==> src/sv/led_ram.sv <==
// Simple dual-port RAM with one write port and one registered read port.
module led_ram #(
  parameter int DEPTH = 64,
  parameter int WIDTH = 8
) (
  input  logic                     clk,
  input  logic                     we,
  input  logic [$clog2(DEPTH)-1:0] waddr,
  input  logic [WIDTH-1:0]         wdata,
  input  logic [$clog2(DEPTH)-1:0] raddr,
  output logic [WIDTH-1:0]         rdata
);

  logic [WIDTH-1:0] mem [DEPTH];

  // Write and registered read.
  always_ff @(posedge clk) begin
    if (we) begin
      mem[waddr] <= wdata;
    end
    rdata <= mem[raddr];
  end

endmodule

==> config.mk <==
export PLATFORM = sky130hd
export DESIGN_NAME = led_ram
export DESIGN_NICKNAME = d
export VERILOG_FILES = /design/src/sv/led_ram.sv
export SDC_FILE = /design/constraint.sdc
export NUM_CORES = 1
export LEC_CHECK = 0
export ABC_CLOCK_PERIOD_IN_PS = 3000
export BUFFER_PORTS_ARGS = -buffer_cell sky130_fd_sc_hd__buf_2
export CAP_MARGIN = 20
export CORE_AREA = 4 4 265 267
export CTS_CLUSTER_SIZE = 28
export DETAILED_ROUTE_END_ITERATION = 16
export DIE_AREA = 0 0 269 271
export HOLD_SLACK_MARGIN = 0.15
export PLACE_DENSITY_LB_ADDON = 0.05
export SLEW_MARGIN = 30
export SYNTH_ARGS = -nofsm -noshare
export SYNTH_HDL_FRONTEND = slang
export SYNTH_SLANG_ARGS = --single-unit
export TNS_END_PERCENT = 1
==> constraint.sdc <==
create_clock -name clk -period 3 [get_ports clk]
set_input_delay 0 -clock clk [delete_from_list [all_inputs] [get_ports clk]]
set_output_delay 0 -clock clk [all_outputs]
set_load 0.01 [all_outputs]
==> results of run 1 <==
## cells by family after synthesis
group	Yosys count
and+or+nand+nor	153
muxes	162
AOI/OAI and AO/OA	54
buffers and inverters	51
DFF	520
## layout by cell type, fill, tap and decap left out, types with 2 or more instances in the layout
| cell | instances |
|---|---|
| o2111ai_1 | 3 |
| dfxtp_1 | 8 |
| mux2_2 | 13 |
| o32ai_1 | 2 |
| clkinv_2 | 10 |
| dlygate4sd3_1 | 18 |
| o21ai_1 | 2 |
| buf_12 | 9 |
| nor2_1 | 83 |
| clkbuf_16 | 60 |
| nand3_1 | 13 |
| o41ai_1 | 2 |
| a21oi_1 | 3 |
| o21a_1 | 2 |
| mux4_2 | 126 |
| clkinv_1 | 19 |
| a211oi_1 | 4 |
| nand2_1 | 19 |
| nor2b_1 | 14 |
| nor4_1 | 2 |
| o221ai_1 | 8 |
| buf_4 | 110 |
| a22oi_1 | 3 |
| buf_2 | 25 |
| o2bb2ai_1 | 3 |
| nand2b_1 | 7 |
| nand4_1 | 2 |
| bufinv_16 | 3 |
| edfxtp_1 | 512 |
| o21ai_0 | 2 |
| a221oi_1 | 6 |
| o221a_2 | 2 |
| mux2i_1 | 23 |
| nand3b_1 | 3 |
| nor3_1 | 7 |
| clkbuf_1 | 14 |
| o22ai_1 | 8 |
## worst reg2reg max path, cell delays in order, from the launching register on
cell and delay [ns]:
edfxtp_1 0.36, mux4_2 0.54, mux4_2 0.53, o21ai_0 0.46, nand2_1 0.10
## per-stage QoR
stage | power (mW) | worst slack [ns] | utilization | hold WS, ns | cell area, um2
5_1_grt | 16.33 | 0.6487 | 0.3536 | 0.1749 | 24080
3_5_place_dp | 9.099 | 0.5269 | 0.3245 | 0.4224 | 22100
6_report | 15.70 | 0.7423 | 0.3536 | 0.1942 | 24080
2_1_floorplan | 8.642 | 1.308 | - | 0.09887 | 20170
4_1_cts | 15.95 | 0.7810 | 0.3536 | 0.1506 | 24080
3_3_place_gp | 9.102 | 0.4482 | 0.3245 | 0.4216 | 22100
## power breakdown
part | internal [mW] | total, mW | switching (mW)
combinational | 0.334 | 0.856 | 0.522
clock | 3.89 | 6.77 | 2.87
sequential | 8.04 | 8.08 | 0.0345
## state kept, by name (all words and copies together) (netlist names)
register,flops
mem,512
rdata,8
## routing by layer
| layer | part of all wire | routed length (um) | vias to the layer above | track usage |
|---|---|---|---|---|
| met5 | 0.00023 | 13 | - | 0 |
| met4 | 0.025 | 1422 | 2 | 0.04320 |
| met3 | 0.037 | 2105 | 83 | 0.02656 |
| met2 | 0.48 | 27150 | 200 | 0.2515 |
| met1 | 0.46 | 25760 | 5274 | 0.2207 |
| li1 | - | - | 4293 | - |
## area by class of cell
class	instances	area, um2	area share
Antenna cell	1	2.502	0.0001039
Clock buffer	74	1554	0.06453
Clock inverter	35	244.0	0.01013
Multi-Input combinational cell	369	4317	0.1792
Sequential cell	520	15530	0.6451
Tap cell	882	1104	0.04583
Timing Repair Buffer	163	1326	0.05507
## how the worst min path moves through the flow
| stage | start | end | slack, ns | cells after the start |
|---|---|---|---|---|
| 2_1_floorplan | wdata[0] | mem[0][0] | 0.1 | 0 |
| 3_3_place_gp | wdata[3] | mem[53][3] | 0.42 | 1 |
| 3_5_place_dp | wdata[3] | mem[53][3] | 0.42 | 1 |
| 4_1_cts | raddr[4] | rdata[2] | 0.15 | 3 |
| 5_1_grt | raddr[4] | rdata[0] | 0.17 | 3 |
| 6_report | raddr[4] | rdata[1] | 0.19 | 3 |
==> results.cfg, run 1 <==
[run_status]
status = finished clean

[global_routing]
overflow = 0
grt_max_degree = 65
grt_pass1_vias = 10548
grt_pass1_wl_um = 80570
antenna_found_initial = 3
grtUsageTotal = 0.1566

[layout]
nNetsFinal = 1135
drive_gt1_frac = 0.3118
area_growth_pct = 19.41
finalNonFillerCells = 2044
n_fill_cell = 6308

[critical_path]
cp_top_family = buffers and inverters
crit_path_frequent_cell = dlygate4sd3_1
cp.arrival_ns = 2.59
path_cells = dlygate4sd3_1, buf_2, nor2b_1, nand4_1, dlygate4sd3_1, nor2_1, buf_4
r2r_end = rdata[7]
r2r_cells = 4
max_stage_delay_ns = 0.65
worst-path-max-fanout = 7
cp-endpoint = mem[51][7]
cp_slowest_cell = dlygate4sd3_1
cp_num_buf_inv = 4
critPathLaunch = waddr[5]
r2r_start = mem[54][7]
required_ns = 3.33
cp.depth = 7
setup.worst_path.class = primary input to flip-flop
endpoint_kind = flip-flop
ff2ff_setup_slack_ns = 0.88
startpoint_type = primary input

[sta]
hold_violations = 0
maxSlewViolCount = 0
tightest_slew_ns = 0.8694
fmax_mhz = 442.9
finalCritPeriodShare = 0.7526
setup_viol = 0
rsz0062_at_grt = no
fin_crit_ns = 2.258
maxSlewHeadroom = 0.4204
fin_tns_setup_ns = 0
clock_skew_ns = 0.02075

[synth]
synth_top_family_by_area = multiplexers
synth_cells = 940
synth_cell_type_count = 40
synth_xor_area_frac = 0
synthAdderAreaFrac = 0
netlist_top_cells_count = edfxtp_1 (512), mux4_2 (126), nor2_1 (83)
yosys_warnings = 0
yosys.area.top_type = edfxtp_1
ys_seq_elements = 520
synthSimpleGateAreaFrac = 0.03388
synth_mux_area_frac = 0.1594
syn-num-nets = 962
synthFlopType = edfxtp_1
synth_most_common_cell = edfxtp_1
netlist_area_mm2 = 0.02017
syn_avg_cell_area_um2 = 21.45
synth_top_area_frac = 0.7624
synth_edf_count = 512
synthArstFlopShare = 0
synth_seq_area_share = 0.7703
synth.area.top_cells = edfxtp_1 (76%), mux4_2 (14%), nor2_1 (1.5%)
synth_compound_area_frac = 0.02072

[placed_design]
placedCellCount = 1916
io_buffer_count = 29
dp_hpwl_um = 36110
gp_congestion = 0.7531

[cts]
insertion_delay_ns = 0.62
ctsHoldBuffers = 18
clock_sinks = 520
cts-resized-gates = 0
post-cts-setup-buffers = 0
clock-root-buffer = clkbuf_16
clockBufferDepth = 3
cts_tree = yes
numCtsBuffers = 59
clkTransAtPathRegs_ns = 0.06
htree_levels = 2

[floorplanning]
dieArea_mm2 = 0.07290
dieWidth_um = 269
pin_count = 30
start_util = 0.2961
core_area_mm2 = 0.06811
rows = 96
die_height_um = 271

[detailed_routing]
drt-pass1-iter-count = 5
avgViaCountPerCell = 4.820
drt-total-wl_um = 56460
drc = 0
vias = 9852
antenna_left = 0
avgRoutedWirePerCell_um = 27.62
drt_iter0_markers = 702

[power_and_ir_drop]
ir_worst_vdd_uv = 411.8
p_leak_nw = 7.665
p_per_area_mw_per_mm2 = 652.0

[job]
cap_violations = 0

[worst_hold_path]
holdCritPathClass = primary input to flip-flop
Note: power is estimated with default switching activity, not from simulation.
==> inputs of run 2 (changes only) <==
--- a/config.mk
+++ b/config.mk
@@ -5,13 +5,14 @@
 export SDC_FILE = /design/constraint.sdc
 export NUM_CORES = 1
 export LEC_CHECK = 0
-export ABC_CLOCK_PERIOD_IN_PS = 3000
+export ABC_AREA = 1
+export ABC_CLOCK_PERIOD_IN_PS = 1990
 export BUFFER_PORTS_ARGS = -buffer_cell sky130_fd_sc_hd__buf_2
 export CAP_MARGIN = 20
-export CORE_AREA = 4 4 265 267
+export CORE_AREA = 4 4 272 274
 export CTS_CLUSTER_SIZE = 28
 export DETAILED_ROUTE_END_ITERATION = 16
-export DIE_AREA = 0 0 269 271
+export DIE_AREA = 0 0 276 278
 export HOLD_SLACK_MARGIN = 0.15
 export PLACE_DENSITY_LB_ADDON = 0.05
 export SLEW_MARGIN = 30
==> constraint.sdc (replaced) <==
create_clock -name clk -period 1.99 [get_ports clk]
set_input_delay 0 -clock clk [delete_from_list [all_inputs] [get_ports clk]]
set_output_delay 0 -clock clk [all_outputs]
set_load 0.01 [all_outputs]
==> run 2 against run 1 <==
Compared with the run above:
- clock-buffer cell count did not move
- die area rose by 5.3%
- utilization rose by 0.36 points
- flip-flop and latch count did not move
- sequential share of layout area fell by 3.6 points
- design area rose by 5.8%
- total power rose by 60%
- global-route usage rose by 1.5 points
- sequential power rose by 51%
- worst hold slack got worse by 0.016 ns
- register-to-register slack got worse by 0.76 ns
==> results.cfg, run 2 <==
[run_status]
status = finished clean

[sta]
clock_skew_ns = 0.02054
fmax_mhz = 534.1
hold_violations = 0
maxSlewViolCount = 0
rsz0062_at_grt = no
finalCritPeriodShare = 0.9409
fin_tns_setup_ns = 0
maxSlewHeadroom = 0.5895
tightest_slew_ns = 0.6151
fin_crit_ns = 1.872
setup_viol = 0

[synth]
synth_edf_count = 512
synth_most_common_cell = nand2_1
synth_cell_type_count = 16
synthArstFlopShare = 0
synth_top_area_frac = 0.7205
yosys.area.top_type = edfxtp_1
ys_seq_elements = 520
syn-num-nets = 1827
synth_cells = 1805
synth_seq_area_share = 0.7280
yosys_warnings = 0
syn_avg_cell_area_um2 = 11.82
netlist_top_cells_count = nand2_1 (648), edfxtp_1 (512), nand3_1 (439)
synthFlopType = edfxtp_1
synth.area.top_cells = edfxtp_1 (72%), nand2_1 (11%), nand3_1 (10%)
netlist_area_mm2 = 0.02134

[layout]
n_fill_cell = 7119
largest_reg_flops = 512
final_common_cell = nand2_1
final_cell_mix = nand2_1 (648), edfxtp_1 (512), nand3_1 (439)
top_regs = mem (512), rdata (8)
nNetsFinal = 1958
area_growth_pct = 19.45
drive_gt1_frac = 0.1245
largest-register = mem

[critical_path]
setup.worst_path.class = flip-flop to flip-flop
r2r_end = rdata[2]
r2r_start = mem[53][2]
cp.arrival_ns = 2.38
worst-path-max-fanout = 1
ff2ff_setup_slack_ns = 0.12
r2r_cells = 9
startpoint_type = flip-flop
endpoint_kind = flip-flop
required_ns = 2.50

[global_routing]
grtUsageTotal = 0.1718
antenna_found_initial = 3
grt_pass1_vias = 13913
grt_pass1_wl_um = 98470
overflow = 0
grt_max_degree = 73

[detailed_routing]
avgRoutedWirePerCell_um = 22.83
drt-total-wl_um = 67070
vias = 13879
antenna_left = 0
avgViaCountPerCell = 4.724
drc = 0
drt_iter0_markers = 951
drt-pass1-iter-count = 5

[floorplanning]
core_area_mm2 = 0.07136
dieWidth_um = 276
die_height_um = 278
start_util = 0.2990
dieArea_mm2 = 0.07673
rows = 98
pin_count = 30

[cts]
htree_levels = 2
clock-root-buffer = clkbuf_16
clock_sinks = 520
clkTransAtPathRegs_ns = 0.06
insertion_delay_ns = 0.62
cts-resized-gates = 0
clockBufferDepth = 3
numCtsBuffers = 59
cts_tree = yes

[worst_hold_path]
holdCritPathClass = primary input to flip-flop
whs_path_depth = 9
hold_path_startpoint = raddr[1]
holdPathEnd = rdata[4]

[power_and_ir_drop]
p_leak_nw = 9.238
p_per_area_mw_per_mm2 = 984.6
ir_worst_vdd_uv = 615.8
power_mw = 25.10

[placed_design]
io_buffer_count = 29
dp_hpwl_um = 40180
gp_congestion = 0.7805

[job]
cap_violations = 0
-- run 2: through the flow --
step / cells / utilization / instance area [um2] / hold WS [ns] / worst slack [ns]
2_1_floorplan: 1805 / - / 21340 / 0.09887 / 0.2239
3_3_place_gp: 2801 / 0.3259 / 23260 / 0.3706 / 0.07786
3_5_place_dp: 2801 / 0.3259 / 23260 / 0.3771 / 0.07878
4_1_cts: 2932 / 0.3568 / 25460 / 0.1733 / 0.1114
5_1_grt: 2934 / 0.3570 / 25480 / 0.2351 / 0.01237
6_report: 2938 / 0.3572 / 25490 / 0.1778 / 0.1176
-- run 2: metal layers --
layer  routed length [um]  global-route usage
met3                 2781             0.02777
met2                30980              0.2755
met1                32120              0.2478
met4                 1186             0.03703
met5                    0                   0
-- run 2: what timing repair did --
action	CTS	global route
endpoints found under the hold margin	576	0
buffers inserted	0	2
hold buffers	22	0
endpoints found under the setup margin	0	8
-- run 2: how the worst max path moves through the flow --
stage,startpoint,end,slack (ns),cells after the start
6_report,mem[53][2],rdata[2],0.12,9
5_1_grt,mem[53][2],rdata[2],0.01,9
4_1_cts,mem[53][2],rdata[2],0.11,9
3_5_place_dp,raddr[0],rdata[2],0.08,12
3_3_place_gp,raddr[0],rdata[2],0.08,12
2_1_floorplan,we,mem[48][0],0.22,3
-- run 2: critical path, stage by stage (launching register included) --
cell,delay (ns)
edfxtp_1,0.36
nand2_1,0.09
nand3_1,0.08
nand3_1,0.15
nand2_1,0.08
nand2_1,0.09
nand3_1,0.19
nand3_1,0.12
dlygate4sd3_1,0.55
nand2_1,0.05
-- run 2: kinds of logic (layout without fill, tap and decap cells) --
logic type,after synthesis,in the layout,synth area share
simple gates,1160,1160,0.2318
flops,520,520,0.7280
buf+inv,125,304,0.04022
other cells,0,4,0
-- run 2: final cells by class --
| type | count | area (um2) | area share |
|---|---|---|---|
| Sequential cell | 520 | 15530 | 0.6095 |
| Multi-Input combinational cell | 1160 | 4946 | 0.1940 |
| Timing Repair Buffer | 183 | 1768 | 0.06936 |
| Clock buffer | 74 | 1554 | 0.06097 |
| Tap cell | 950 | 1189 | 0.04663 |
| Clock inverter | 35 | 432.9 | 0.01698 |
| Inverter | 12 | 55.05 | 0.002160 |
| Antenna cell | 4 | 10.01 | 0.0003927 |
-- run 2: power breakdown --
group | leakage, nW | total, mW | internal (mW) | switching, mW
clock network | 0.959 | 11.2 | 6.79 | 4.46
registers | 4.67 | 12.2 | 12.1 | 0.0423
logic | 3.61 | 1.68 | 0.493 | 1.19
